`config.mk`:
```
export PLATFORM = sky130hd
export DESIGN_NAME = gf2_polynomial_remainder_top_flat
export DESIGN_NICKNAME = d
export VERILOG_FILES = /design/src/rtl/gfpr_pkg.sv /design/src/rtl/gfpr_if.sv /design/src/rtl/gfpr_fold.sv /design/src/rtl/gf2_polynomial_remainder_top.sv /design/src/flat_wrapper.sv
export SDC_FILE = /design/constraint.sdc
export NUM_CORES = 1
export LEC_CHECK = 0
export BUFFER_PORTS_ARGS = -buffer_cell sky130_fd_sc_hd__buf_4
export CORE_MARGIN = 4
export CORE_UTILIZATION = 45
export DETAILED_ROUTE_END_ITERATION = 7
export GPL_TIMING_DRIVEN = 1
export PLACE_DENSITY = 0.62
export SETUP_SLACK_MARGIN = 0.3
export SLEW_MARGIN = 20
export SYNTH_ARGS = -nofsm -noshare
export SYNTH_HDL_FRONTEND = slang
export SYNTH_SLANG_ARGS = --single-unit
```
`constraint.sdc`:
```
create_clock -name clk_i -period 4.7 [get_ports clk_i]
set_clock_uncertainty 0.2 [all_clocks]
set_input_delay 0.235 -clock clk_i [delete_from_list [all_inputs] [get_ports clk_i]]
set_output_delay 0.235 -clock clk_i [all_outputs]
set_load 0.05 [all_outputs]
```
`src/rtl/gfpr_pkg.sv`:
```
package gfpr_pkg;

  // default degree of the divisor
  localparam int unsigned REMAINDER_BITS_DEFAULT = 32;

  // fixed field widths
  localparam int unsigned DataW = 8;
  localparam int unsigned RemW  = 32;
  localparam int unsigned CfgW  = 32;
  localparam int unsigned CfgIdxW = 2;

  // configuration register indexes
  localparam logic [CfgIdxW-1:0] RegDivisor   = 2'd0;
  localparam logic [CfgIdxW-1:0] RegByteOrder = 2'd1;

  // byte order codes
  localparam logic OrderFirstMsb = 1'b0;
  localparam logic OrderLastMsb  = 1'b1;

  // register reset values
  localparam logic [CfgW-1:0] DivisorReset = 32'h04C1_1DB7;
  localparam logic            ByteOrderReset = OrderLastMsb;

endpackage

```
`src/rtl/gfpr_if.sv`:
```
interface gfpr_in_if;
  logic                         valid;
  logic                         ready;
  logic [gfpr_pkg::DataW-1:0]   data_byte;
  logic                         last_byte;

  modport source (output valid, output data_byte, output last_byte, input ready);
  modport sink   (input valid, input data_byte, input last_byte, output ready);
endinterface

interface gfpr_out_if;
  logic                        valid;
  logic                        ready;
  logic [gfpr_pkg::RemW-1:0]   remainder;

  modport source (output valid, output remainder, input ready);
  modport sink   (input valid, input remainder, output ready);
endinterface

```
`src/rtl/gfpr_fold.sv`:
```
module gfpr_fold #(
  parameter int unsigned REMAINDER_BITS = gfpr_pkg::REMAINDER_BITS_DEFAULT
) (
  input  logic [REMAINDER_BITS-1:0]  rem_i,
  input  logic [REMAINDER_BITS-1:0]  pow_i,
  input  logic [REMAINDER_BITS-1:0]  divisor_i,
  input  logic [gfpr_pkg::DataW-1:0] data_i,
  input  logic                       order_i,
  output logic [REMAINDER_BITS-1:0]  rem_o,
  output logic [REMAINDER_BITS-1:0]  pow_o
);

  logic [REMAINDER_BITS-1:0] horner;
  logic [REMAINDER_BITS-1:0] acc;
  logic [REMAINDER_BITS-1:0] pow_next;

  // eight shift-xor steps each, three independent chains
  always_comb begin
    horner   = rem_i;
    acc      = '0;
    pow_next = pow_i;
    for (int i = gfpr_pkg::DataW - 1; i >= 0; i--) begin
      horner = {horner[REMAINDER_BITS-2:0], data_i[i]}
               ^ (horner[REMAINDER_BITS-1] ? divisor_i : '0);
      acc    = {acc[REMAINDER_BITS-2:0], 1'b0}
               ^ (acc[REMAINDER_BITS-1] ? divisor_i : '0)
               ^ (data_i[i] ? pow_i : '0);
      pow_next = {pow_next[REMAINDER_BITS-2:0], 1'b0}
                 ^ (pow_next[REMAINDER_BITS-1] ? divisor_i : '0);
    end
  end

  always_comb begin
    unique case (order_i)
      gfpr_pkg::OrderFirstMsb: begin
        rem_o = horner;
        pow_o = pow_i;
      end
      default: begin
        rem_o = rem_i ^ acc;
        pow_o = pow_next;
      end
    endcase
  end

endmodule

```
`src/rtl/gf2_polynomial_remainder_top.sv`:
```
// GF(2) remainder of a byte message divided by a divisor of degree REMAINDER_BITS whose
// leading term is implied; no augmentation, no initial value, no final xor. Bytes
// arrive one per in_chan transaction, last_byte closes the message and yields one
// out_chan transaction carrying the remainder (bits above REMAINDER_BITS are zero),
// after which the state clears for the next message. byte_order 0 reads the first
// byte as most significant (horner fold), 1 reads the last byte as most significant
// (running power of x^8). One byte is taken every cycle unless the input stalls: an
// accepted byte waits in the input register while the eight-step fold logic runs,
// then goes into the state and result registers, so a remainder is presented from
// the result register after its last byte has passed the input register. The input
// stalls only while a last byte sits in the input register and the result register
// still holds a remainder that is not taken. Configure only while no message is open.
module gf2_polynomial_remainder_top #(
  parameter int unsigned REMAINDER_BITS = gfpr_pkg::REMAINDER_BITS_DEFAULT
) (
  input  logic                          clk_i,
  input  logic                          rst_ni,
  gfpr_in_if.sink                       in_chan,
  gfpr_out_if.source                    out_chan,
  input  logic                          cfg_we_i,
  input  logic [gfpr_pkg::CfgIdxW-1:0]  cfg_idx_i,
  input  logic [gfpr_pkg::CfgW-1:0]     cfg_wdata_i
);

  // configuration registers
  logic [gfpr_pkg::CfgW-1:0] divisor_q;
  logic                      order_q;

  always_ff @(posedge clk_i or negedge rst_ni) begin
    if (!rst_ni) begin
      divisor_q <= gfpr_pkg::DivisorReset;
      order_q   <= gfpr_pkg::ByteOrderReset;
    end else if (cfg_we_i) begin
      // indexes beyond the register list are ignored
      unique case (cfg_idx_i)
        gfpr_pkg::RegDivisor:   divisor_q <= cfg_wdata_i;
        gfpr_pkg::RegByteOrder: order_q   <= cfg_wdata_i[0];
        default: ;
      endcase
    end
  end

  // input register stage
  logic                       in_valid_q;
  logic [gfpr_pkg::DataW-1:0] in_data_q;
  logic                       in_last_q;
  logic                       out_valid_q;
  logic                       out_free;
  logic                       advance;
  logic                       in_take;

  // result slot is free when empty or being drained this cycle
  assign out_free = !out_valid_q || out_chan.ready;
  // a non-final byte only updates state; a final byte needs the result slot
  assign advance  = in_valid_q && (!in_last_q || out_free);
  assign in_chan.ready = !in_valid_q || advance;
  assign in_take  = in_chan.valid && in_chan.ready;

  always_ff @(posedge clk_i or negedge rst_ni) begin
    if (!rst_ni) begin
      in_valid_q <= 1'b0;
    end else if (in_chan.ready) begin
      in_valid_q <= in_chan.valid;
    end
  end

  always_ff @(posedge clk_i) begin
    if (in_take) begin
      in_data_q <= in_chan.data_byte;
      in_last_q <= in_chan.last_byte;
    end
  end

  // running state of the open message
  logic [REMAINDER_BITS-1:0] rem_q;
  logic [REMAINDER_BITS-1:0] pow_q;
  logic [REMAINDER_BITS-1:0] rem_d;
  logic [REMAINDER_BITS-1:0] pow_d;

  gfpr_fold #(
    .REMAINDER_BITS(REMAINDER_BITS)
  ) u_fold (
    .rem_i    (rem_q),
    .pow_i    (pow_q),
    .divisor_i(divisor_q[REMAINDER_BITS-1:0]),
    .data_i   (in_data_q),
    .order_i  (order_q),
    .rem_o    (rem_d),
    .pow_o    (pow_d)
  );

  always_ff @(posedge clk_i or negedge rst_ni) begin
    if (!rst_ni) begin
      rem_q <= '0;
      pow_q <= REMAINDER_BITS'(1);
    end else if (advance) begin
      if (in_last_q) begin
        // message closed, back to empty polynomial and x^0
        rem_q <= '0;
        pow_q <= REMAINDER_BITS'(1);
      end else begin
        rem_q <= rem_d;
        pow_q <= pow_d;
      end
    end
  end

  // result register
  logic [gfpr_pkg::RemW-1:0] out_rem_q;

  always_ff @(posedge clk_i or negedge rst_ni) begin
    if (!rst_ni) begin
      out_valid_q <= 1'b0;
    end else if (advance && in_last_q) begin
      out_valid_q <= 1'b1;
    end else if (out_chan.ready) begin
      out_valid_q <= 1'b0;
    end
  end

  always_ff @(posedge clk_i) begin
    if (advance && in_last_q) begin
      out_rem_q <= gfpr_pkg::RemW'(rem_d);
    end
  end

  assign out_chan.valid     = out_valid_q;
  assign out_chan.remainder = out_rem_q;

endmodule
```
`src/flat_wrapper.sv`:
```
// flat-port wrapper written by rule: the top's interface ports become plain ports
module gf2_polynomial_remainder_top_flat 
#(
  parameter int unsigned REMAINDER_BITS = gfpr_pkg::REMAINDER_BITS_DEFAULT
)
  (clk_i, rst_ni, cfg_we_i, cfg_idx_i, cfg_wdata_i, in_chan_valid, in_chan_data_byte, in_chan_last_byte, in_chan_ready, out_chan_valid, out_chan_remainder, out_chan_ready);
  gfpr_in_if in_chan_i ();
  gfpr_out_if out_chan_i ();
  input  logic clk_i;
  input  logic rst_ni;
  input  logic cfg_we_i;
  input  logic [gfpr_pkg::CfgIdxW-1:0] cfg_idx_i;
  input  logic [gfpr_pkg::CfgW-1:0] cfg_wdata_i;
  input wire logic [$bits(in_chan_i.valid)-1:0] in_chan_valid;
  input wire logic [$bits(in_chan_i.data_byte)-1:0] in_chan_data_byte;
  input wire logic [$bits(in_chan_i.last_byte)-1:0] in_chan_last_byte;
  output wire logic [$bits(in_chan_i.ready)-1:0] in_chan_ready;
  output wire logic [$bits(out_chan_i.valid)-1:0] out_chan_valid;
  output wire logic [$bits(out_chan_i.remainder)-1:0] out_chan_remainder;
  input wire logic [$bits(out_chan_i.ready)-1:0] out_chan_ready;
  assign in_chan_i.valid = in_chan_valid;
  assign in_chan_i.data_byte = in_chan_data_byte;
  assign in_chan_i.last_byte = in_chan_last_byte;
  assign in_chan_ready = in_chan_i.ready;
  assign out_chan_valid = out_chan_i.valid;
  assign out_chan_remainder = out_chan_i.remainder;
  assign out_chan_i.ready = out_chan_ready;
  gf2_polynomial_remainder_top #(.REMAINDER_BITS(REMAINDER_BITS)) u_core (.clk_i(clk_i), .rst_ni(rst_ni), .in_chan(in_chan_i), .out_chan(out_chan_i), .cfg_we_i(cfg_we_i), .cfg_idx_i(cfg_idx_i), .cfg_wdata_i(cfg_wdata_i));
endmodule
```
== Word-level counts from Yosys, hierarchy flattened ==
Index checks and enable logic that the tools add are counted.
Widths: inputs -> output; s select.
Cells by class
  equality and inequality tests: 1
  multiplexer cells: 37
  bitwise gates (word level): 31
  reductions and logical operators: 15
Operator list (number)
  $mux 32: 35
  $xor 32x32->32: 31
  $reduce_and 2->1: 3
  $reduce_bool 2->1: 2
  $logic_and 1x1->1: 3
  $logic_not 1->1: 3
  $logic_or 1x1->1: 3
  $eq 2x1->1 const B: 1
  $logic_not 2->1: 1
  $mux 1: 2
Word-level totals
  register bits: 140
  input bits: 48
  output and inout port bits: 34
  word-level logic and storage cells: 93

== Longest topological paths before layout ==
Gate-level depths: netlist of run 1.
  depth after elaboration: 25
  gate-level depth with buffers: 19

== By module ==
A second synthesis of run 1 with hierarchy kept.
Unflattened totals
  cells, all modules: 3125
  area total of the unflattened synthesis: 22821.9 µm²
Modules (own cells, without submodules)
  gfpr_fold: times used 1, cells each 2641, area each 16677.2 µm²
  gf2_polynomial_remainder_top: times used 1, cells each 484, area each 6144.6 µm²

== Worst setup path before layout of run 1 ==
No wires, ideal clock.
  path type: register to register
  start: register u_core.rem_q[31]
  end: register u_core.rem_q[1]
  setup time: 0.121 ns
  arrival time: 3.687 ns
  required time: 4.379 ns
  setup slack: 0.692 ns
  stages on the path, launching flop included: 17
  period minus slack after synthesis: 4.008 ns
  cells stage by stage: dfrtp_1 -> buf_4 -> xnor2_1 -> mux2_2 -> nor3_1 -> o21ai_0 -> xnor3_1 -> or4_1 -> buf_2 -> and2_1 -> buf_6 -> buf_8 -> nand2_1 -> xor2_1 -> o22a_1 -> o211a_1 -> a22o_1
Between the ends
  word-level cells in the longest chain between the ends: 18
Ends and longest elaborated chain
  start: declaration: RTL line gf2_polynomial_remainder_top.sv:75  | logic [REMAINDER_BITS-1:0] rem_q;
  start signal: assignment: RTL line gf2_polynomial_remainder_top.sv:102  | rem_q <= rem_d;
  $mux 32 (*): RTL line gfpr_fold.sv:24  | ^ (horner[REMAINDER_BITS-1] ? divisor_i : '0);
  $xor 32x32->32 (*): RTL line gfpr_fold.sv:24
  $mux 32: RTL line gfpr_fold.sv:24
  $xor 32x32->32 (*): RTL line gfpr_fold.sv:24
  $mux 32: RTL line gfpr_fold.sv:24
  $xor 32x32->32 (*): RTL line gfpr_fold.sv:24
  $mux 32: RTL line gfpr_fold.sv:24
  $xor 32x32->32 (*): RTL line gfpr_fold.sv:24
  (+3 left out)
  $xor 32x32->32 (*): RTL line gfpr_fold.sv:24
  $mux 32: RTL line gfpr_fold.sv:24
  $xor 32x32->32 (*): RTL line gfpr_fold.sv:24
  $mux 32: RTL line gfpr_fold.sv:24
  $xor 32x32->32 (*): RTL line gfpr_fold.sv:24
  $mux 32 (*): RTL line gfpr_fold.sv:34  | unique case (order_i)
  via u_core.rem_d[1]: RTL line gf2_polynomial_remainder_top.sv:77  | logic [REMAINDER_BITS-1:0] rem_d;
  $mux 32 (*): RTL line gf2_polynomial_remainder_top.sv:97  | if (in_last_q) begin
The timed path passes the listed nets; every way through them passes the cells marked *.
A chain may end at the register's enable or synchronous reset.

== Final worst setup path of run 1 ==
  start: register u_core.divisor_q[31] (netlist bit)
  end: register u_core.rem_q[20]
Between the ends
  word-level cells in the longest chain between the ends: 24
  elaborated cells between the ends (all ways): 40
  those cells by class: 17 x mux; 23 x bitwise
Ends and longest elaborated chain
  start: declaration: RTL line gf2_polynomial_remainder_top.sv:26  | logic [gfpr_pkg::CfgW-1:0] divisor_q;
  start signal: assignment: RTL line gf2_polynomial_remainder_top.sv:31  | divisor_q <= gfpr_pkg::DivisorReset;
  start signal: assignment: RTL line gf2_polynomial_remainder_top.sv:36  | gfpr_pkg::RegDivisor: divisor_q <= cfg_wdata_i;
  $mux 32: RTL line gfpr_fold.sv:26  | ^ (acc[REMAINDER_BITS-1] ? divisor_i : '0)
  $xor 32x32->32: RTL line gfpr_fold.sv:26
  $xor 32x32->32: RTL line gfpr_fold.sv:27  | ^ (data_i[i] ? pow_i : '0);
  $mux 32: RTL line gfpr_fold.sv:26
  $xor 32x32->32: RTL line gfpr_fold.sv:26
  $xor 32x32->32: RTL line gfpr_fold.sv:27
  $mux 32: RTL line gfpr_fold.sv:26
  $xor 32x32->32: RTL line gfpr_fold.sv:26
  (+8 left out)
  $xor 32x32->32: RTL line gfpr_fold.sv:26
  $xor 32x32->32: RTL line gfpr_fold.sv:27
  $mux 32: RTL line gfpr_fold.sv:26
  $xor 32x32->32: RTL line gfpr_fold.sv:26
  $xor 32x32->32: RTL line gfpr_fold.sv:27
  $xor 32x32->32: RTL line gfpr_fold.sv:40  | rem_o = rem_i ^ acc;
  $mux 32 (*): RTL line gfpr_fold.sv:34
  $mux 32 (*): RTL line gf2_polynomial_remainder_top.sv:97
Every way passes the cells marked *; elsewhere a longest branch is shown, timed or not.

==> results of run 1 <==
[layer usage]
| layer | up-vias | track usage, % | wire (um) |
|---|---|---|---|
| li1 | 10100 | - | - |
| met1 | 10500 | 42.7 | 35200 |
| met2 | 1153 | 48.7 | 37800 |
| met3 | 168 | 5.94 | 8180 |
| met4 | 0 | 10.4 | 2470 |
| met5 | - | 0 | 0 |
[sequential cells by signal (all words and copies together), names as in the netlist]
name	flops
u_core.in_valid_q	1
u_core.out_chan.remainder	32
u_core.rem_q	32
u_core.divisor_q	32
u_core.pow_q	32
u_core.in_last_q	1
u_core.in_data_q	8
u_core.order_q	1
u_core.out_chan.valid	1
[repair_timing]
item | CTS | global route
hold endpoints to repair | 84 | 0
pin swaps | 3 | 19
hold buffers | 46 | 0
cloned | 0 | 2
gates resized for setup | 14 | 92
endpoints found under the setup margin | 62 | 93
setup buffers | 7 | 21
[how the worst min path moves through the flow]
stage / from / endpoint
final: rst_ni / u_core.rem_q[13]$_DFFE_PN0P_
after floorplan: rst_ni / u_core.divisor_q[13]$_DFFE_PN0P_
after detailed placement: rst_ni / u_core.rem_q[13]$_DFFE_PN0P_
after global routing: rst_ni / u_core.divisor_q[9]$_DFFE_PN0P_
after global placement: rst_ni / u_core.rem_q[13]$_DFFE_PN0P_
after CTS: rst_ni / u_core.rem_q[11]$_DFFE_PN0P_
[stage by stage]
| step | instance area [um^2] | setup slack (ns) | hold WS, ns | instances | util [%] |
|---|---|---|---|---|---|
| floorplan | 21800 | 0.692 | -0.261 | 3062 | - |
| global route | 25100 | 0.239 | 0.168 | 3697 | 52.5 |
| detailed placement | 23200 | 0.0186 | 0.104 | 3589 | 48.5 |
| finish | 25100 | 0.370 | 0.111 | 3697 | 52.5 |
| global placement | 23200 | 0.108 | 0.0952 | 3589 | 48.5 |
| CTS | 24400 | 0.302 | 0.103 | 3674 | 51.1 |
[cell usage in the layout (no fill, tap or decap), types with 10 or more instances in the layout]
cell | netlist | routed
a211oi_1 | 13 | 10
a21oi_1 | 110 | 104
a22o_1 | 32 | 32
a2bb2oi_1 | 24 | 22
a32oi_1 | 27 | 27
and2_1 | 11 | 10
and3_1 | 12 | 12
buf_12 | 0 | 13
buf_4 | 8 | 226
clkbuf_16 | 0 | 23
dfrtp_1 | 83 | 78
dfstp_2 | 16 | 16
dlygate4sd3_1 | 0 | 46
edfxtp_1 | 41 | 41
inv_1 | 11 | 10
mux2_2 | 31 | 31
mux2i_1 | 12 | 11
nand2_1 | 916 | 909
nand2_2 | 18 | 25
nand2b_1 | 30 | 21
nand3_1 | 75 | 74
nor2_1 | 35 | 32
nor2b_1 | 31 | 30
nor3_1 | 32 | 30
nor4_1 | 23 | 22
o211ai_1 | 29 | 29
o21ai_0 | 143 | 140
o21ai_1 | 40 | 41
o41ai_2 | 19 | 21
xnor2_1 | 665 | 643
xnor2_2 | 7 | 25
xor2_1 | 109 | 106
[synth_stat cells (27+ instances only)]
| cell | n |
|---|---|
| nand2b_1 | 30 |
| nor3_1 | 32 |
| clkbuf_1 | 204 |
| nand2_1 | 916 |
| xor2_1 | 109 |
| o21ai_1 | 40 |
| a22o_1 | 32 |
| edfxtp_1 | 41 |
| buf_2 | 55 |
| a21oi_1 | 110 |
| o211ai_1 | 29 |
| dfrtp_1 | 83 |
| nor2b_1 | 31 |
| a32oi_1 | 27 |
| buf_1 | 37 |
| mux2_2 | 31 |
| nand3_1 | 75 |
| nor2_1 | 35 |
| o21ai_0 | 143 |
| xnor2_1 | 665 |
[cell type report]
class                           count  area [um^2]
Tap cell                          615          769
Multi-Input combinational cell   2596        17200
Inverter                           13         48.8
Sequential cell                   140         3740
Clock buffer                       21          526
Timing Repair Buffer              301         2630
Clock inverter                     11          136
Fill cell                        4540        22700
[cell families (layout without fill, tap and decap cells)]
family | Yosys count | count (layout)
simple gates | 1229 | 1229
xor+xnor | 797 | 797
compound gates | 527 | 527
buf+inv | 326 | 346
flops | 140 | 140
mux | 43 | 43
==> metrics.txt, run 1 <==
clk root buf clkbuf_16; endpoint of the worst register-to-register path u_core.rem_q[20]$_DFFE_PN0P_; Period Utilization, post-route about 90%; area growth from synthesis to layout 15.1%; Syn. warnings 0; total CTS buffers 17; status complete, no violations; HP Class in2async; Die W ~230 um; initial antenna violation count 0; layout cells sized above 1 between 10% and 20%; setup slack, reg-to-reg 0.37 ns; Mapped Area about 22,000 um^2; Synth Register Bits between 100 and 150; diodes inserted 0; largest family of logic cells by synthesized area XOR/XNOR gates; Clock transition at path regs roughly 0.07 ns; RR Startpoint u_core.divisor_q[31]$_DFFE_PN0P_; gpl congestion about 0.96; fmax roughly 0.23 GHz; Synth area leaders xnor2_1, nand2_1, dfrtp_1, edfxtp_1, xor2_1; relative slew slack between 20% and 30%; GRT overflow 0; post-synthesis simple-gate area fraction roughly a quarter; Final ANT Viol Nets 0; Post-synth ARST share a little over two thirds; first-pass GRT wire length about 130,000 um; Die H 228 um; multiplexer area fraction after synthesis around 2.2%; register area share after synthesis roughly 17%; cell breakdown of the critical path buf_6 -> o21ai_0 -> and3_1 -> a311oi_1 -> xnor2_1 -> xnor3_2 -> or4_4 -> and2_4 -> buf_12 -> nand2_2 -> xnor2_2 -> buf_4 -> nand2b_4 -> a21oi_2 -> o41ai_2; hpwl dp 57,000 um; post-synthesis adder-cell area fraction 0%; final hold viol count 0; post-synth top area share between 20% and 30%; Starting Density between 40% and 50%; crit-path max FO 16; number of flops mapped to enable cells by yosys between 40 and 50; Final #Nets a little over 3,000; clk_lat worst skew around 0.50 ns; RSZ-0062 raised after global routing yes; worst path bufs/invs 3; Synthesized Nets just over 3,000; DRT iter0 DRCs 2,560; startpoint types flip-flop; Critical Path RT slightly below 5 ns; core area roughly 48,000 um^2; crit path time final approximately 4.3 ns; crit path to u_core.rem_q[20]$_DFFE_PN0P_; Routed WL per cell 22.6 um; die area between 50,000 and 60,000 um^2; Worst EP arrival about 4.5 ns; vias per inst around 5.9; area leader, netlist xnor2_1; DRC 0; Max Buffers Root-to-Sink 2; worst r2r path cells 15; critical path type reg2reg; max-slew violations 0; vias in the first global route 20,800; Row Count 80; Max-Cap Viols 0; compound-cell area share of the yosys netlist approximately 17%; syn avg cell area 7.11 um^2; worst slew pin tran around 1.2 ns; crit-path leading delay family simple AND/OR/NAND/NOR gates; Routed WL roughly 84,000 um; I/O pin cnt between 80 and 90; CTS sink count 140; slowest stage delay, CP approximately 0.58 ns; drt pass-1 iters 6; Synth Instances between 3,000 and 4,000; CP max-delay cell xnor3_2; H-tree levels 4; post-synth cell types 97; crit path launch u_core.divisor_q[31]$_DFFE_PN0P_; CP Depth 15; largest net degree at the start of global routing 64; via count 21,900; setup violators final 0; Buffers on Ports 81; Setup TNS 0 ns; main flop type after synthesis dfrtp_1; total track usage between 30% and 40%; CTS tree yes; Synth Area in XOR/XNOR between 30% and 40%; crit path capture type flip-flop
Power of run 1 is left out: the tool's default activity adds up to more than one toggle a clock period on the data nets, which glitch-free logic cannot reach.
==> run 2: changes to the inputs <==
--- a/config.mk
+++ b/config.mk
@@ -6,11 +6,13 @@
 export NUM_CORES = 1
 export LEC_CHECK = 0
 export BUFFER_PORTS_ARGS = -buffer_cell sky130_fd_sc_hd__buf_4
+export CELL_PAD_IN_SITES_DETAIL_PLACEMENT = 1
+export CELL_PAD_IN_SITES_GLOBAL_PLACEMENT = 1
 export CORE_MARGIN = 4
 export CORE_UTILIZATION = 45
 export DETAILED_ROUTE_END_ITERATION = 7
 export GPL_TIMING_DRIVEN = 1
-export PLACE_DENSITY = 0.62
+export PLACE_DENSITY = 0.8
 export SETUP_SLACK_MARGIN = 0.3
 export SLEW_MARGIN = 20
 export SYNTH_ARGS = -nofsm -noshare
==> run 2 against run 1 <==
Net effect:
- sequential share of layout area shrank 0.11 points
- flip-flop and latch count unchanged
- critical endpoint is now u_core.pow_q[30]$_DFFE_PN0P_
- largest cell class unchanged
- critical path depth is 2 higher
- maximum frequency shrank 1.7%
- register-to-register slack worse by 0.07 ns
- setup slack got worse by 0.075 ns
- global-route usage is 3.6 points higher
- via count grew 6.1%
- die area did not move
==> metrics.txt, run 2 (synthesized netlist as in run 1, its figures left out) <==
status complete, no violations (unchanged); relative slew slack 15.4% (was 23.0%); area growth from synthesis to layout 15.9% (was 15.1%); total track usage 34.6% (was 30.9%); Worst EP arrival 4.58 ns (was 4.52 ns); fmax 0.227 GHz (was 0.231 GHz); crit-path leading delay family simple AND/OR/NAND/NOR gates (unchanged); core area 47,700 um^2 (unchanged); Buffers on Ports 81 (unchanged); HP Class in2async (unchanged); Final ANT Viol Nets 0 (unchanged); fillers 5,965 (was 4,540); DRT iter0 DRCs 2,699 (was 2,560); Die H 228 um (unchanged); Final #Nets 3,130 (was 3,117); largest net degree at the start of global routing 71 (was 64); cell breakdown of the critical path buf_6 -> nor2b_1 -> and3_4 -> or4_4 -> and2_1 -> mux2_2 -> a22oi_4 -> xor2_4 -> buf_12 -> a211oi_4 -> o221ai_4 -> xnor2_4 -> buf_12 -> clkbuf_4 -> nand2_1 -> xnor2_1 -> o21ai_1 (was buf_6 -> o21ai_0 -> and3_1 -> a311oi_1 -> xnor2_1 -> xnor3_2 -> or4_4 -> and2_4 -> buf_12 -> nand2_2 -> xnor2_2 -> buf_4 -> nand2b_4 -> a21oi_2 -> o41ai_2); max-slew violations 0 (unchanged); clk_lat worst skew 0.51 ns (was 0.50 ns); diodes inserted 0 (unchanged); most common cell after layout, fill and taps aside nand2_1 (unchanged); final hold viol count 0 (unchanged); CP max-delay cell dfrtp_4 (was xnor3_2); setup violators final 0 (unchanged); vias in the first global route 23,700 (was 20,800); startpoint types flip-flop (unchanged); Routed WL 95,600 um (was 83,600 um); Max-Cap Viols 0 (unchanged); gpl congestion 0.978 (was 0.956); Setup TNS 0 ns (unchanged); most used cell, CP buf_12; worst slew pin tran 1.27 ns (was 1.15 ns); clk root buf clkbuf_16 (unchanged); CTS tree yes (unchanged); GRT overflow 0 (unchanged); CTS sink count 140 (unchanged); RSZ-0062 raised after global routing yes (unchanged); total CTS buffers 17 (unchanged); Period Utilization, post-route 93.7% (was 92.1%); hpwl dp 62,900 um (was 57,000 um); Max Buffers Root-to-Sink 2 (unchanged); first-pass GRT wire length 141,000 um (was 127,000 um); worst path bufs/invs 4 (was 3); RR Startpoint u_core.divisor_q[31]$_DFFE_PN0P_ (unchanged); crit-path max FO 9 (was 16); layout cells sized above 1 16.7% (was 16.4%); Critical Path RT 4.88 ns (was 4.89 ns); crit path launch u_core.divisor_q[31]$_DFFE_PN0P_ (unchanged); most frequent cells in the layout nand2_1, xnor2_1, buf_4, o21ai_0, xor2_1 (unchanged); Starting Density 45.6% (unchanged); die area 52,000 um^2 (unchanged); vias per inst 6.27 (was 5.93); via count 23,300 (was 21,900); Die W 228 um (unchanged); slowest stage delay, CP 0.55 ns (was 0.58 ns); crit path time final 4.40 ns (was 4.33 ns); Routed WL per cell 25.8 um (was 22.6 um); Clock transition at path regs 0.07 ns (about the same); DRC 0 (unchanged); critical path type reg2reg (unchanged); H-tree levels 4 (unchanged); Row Count 80 (unchanged); initial antenna violation count 0 (unchanged); I/O pin cnt 82 (unchanged); crit path capture type flip-flop (unchanged); drt pass-1 iters 5 (was 6)
run 2: stage by stage:
stage / area [um^2] / worst slack [ns] / utilization (%) / std cells / hold WS (ns)
floorplan: 21800 / 0.692 / - / 3062 / -0.261
global placement: 23200 / 0.332 / 48.6 / 3592 / 0.0623
detailed placement: 23200 / 0.218 / 48.6 / 3592 / 0.0624
CTS: 24300 / 0.305 / 50.9 / 3671 / 0.0550
global route: 25200 / 0.203 / 52.9 / 3710 / 0.103
finish: 25200 / 0.296 / 52.9 / 3710 / 0.0513
run 2: layout make-up:
cell class | count | area, um^2 | area share (%)
Timing Repair Buffer | 314 | 2820 | 11.2
Clock buffer | 19 | 443 | 1.75
Multi-Input combinational cell | 2596 | 17300 | 68.4
Clock inverter | 13 | 149 | 0.590
Inverter | 13 | 48.8 | 0.193
Sequential cell | 140 | 3740 | 14.8
Tap cell | 615 | 769 | 3.05
run 2: routing by layer:
metal / vias to the layer above / part of all wire (%) / track usage [%]
li1: 10100 / - / -
met5: - / 0 / 0
met3: 323 / 9.0 / 6.08
met4: 0 / 5.2 / 16.3
met1: 11700 / 40 / 44.9
met2: 1187 / 46 / 56.1
run 2: final timing paths:
path	cells after the start	slack [ns]	to
min	2	0.05	u_core.rem_q[31]$_DFFE_PN0P_
max in group asynchronous	3	3.09	u_core.rem_q[30]$_DFFE_PN0P_
max reg2reg	17	0.30	u_core.pow_q[30]$_DFFE_PN0P_
min reg2reg	2	0.41	u_core.out_chan.valid$_DFFE_PN0P_
max	17	0.30	u_core.pow_q[30]$_DFFE_PN0P_
min in group clk_i	5	0.18	u_core.divisor_q[1]$_DFFE_PN1P_
run 2: what timing repair did:
item                       CTS  global route
pin swaps                    2            31
gates cloned                 0             3
resized for setup            9           101
hold buffers                45             0
setup buffers                2            36
hold endpoints to repair    75             0
setup endpoints to repair   53            95
Power of run 2 is left out for the same reason.
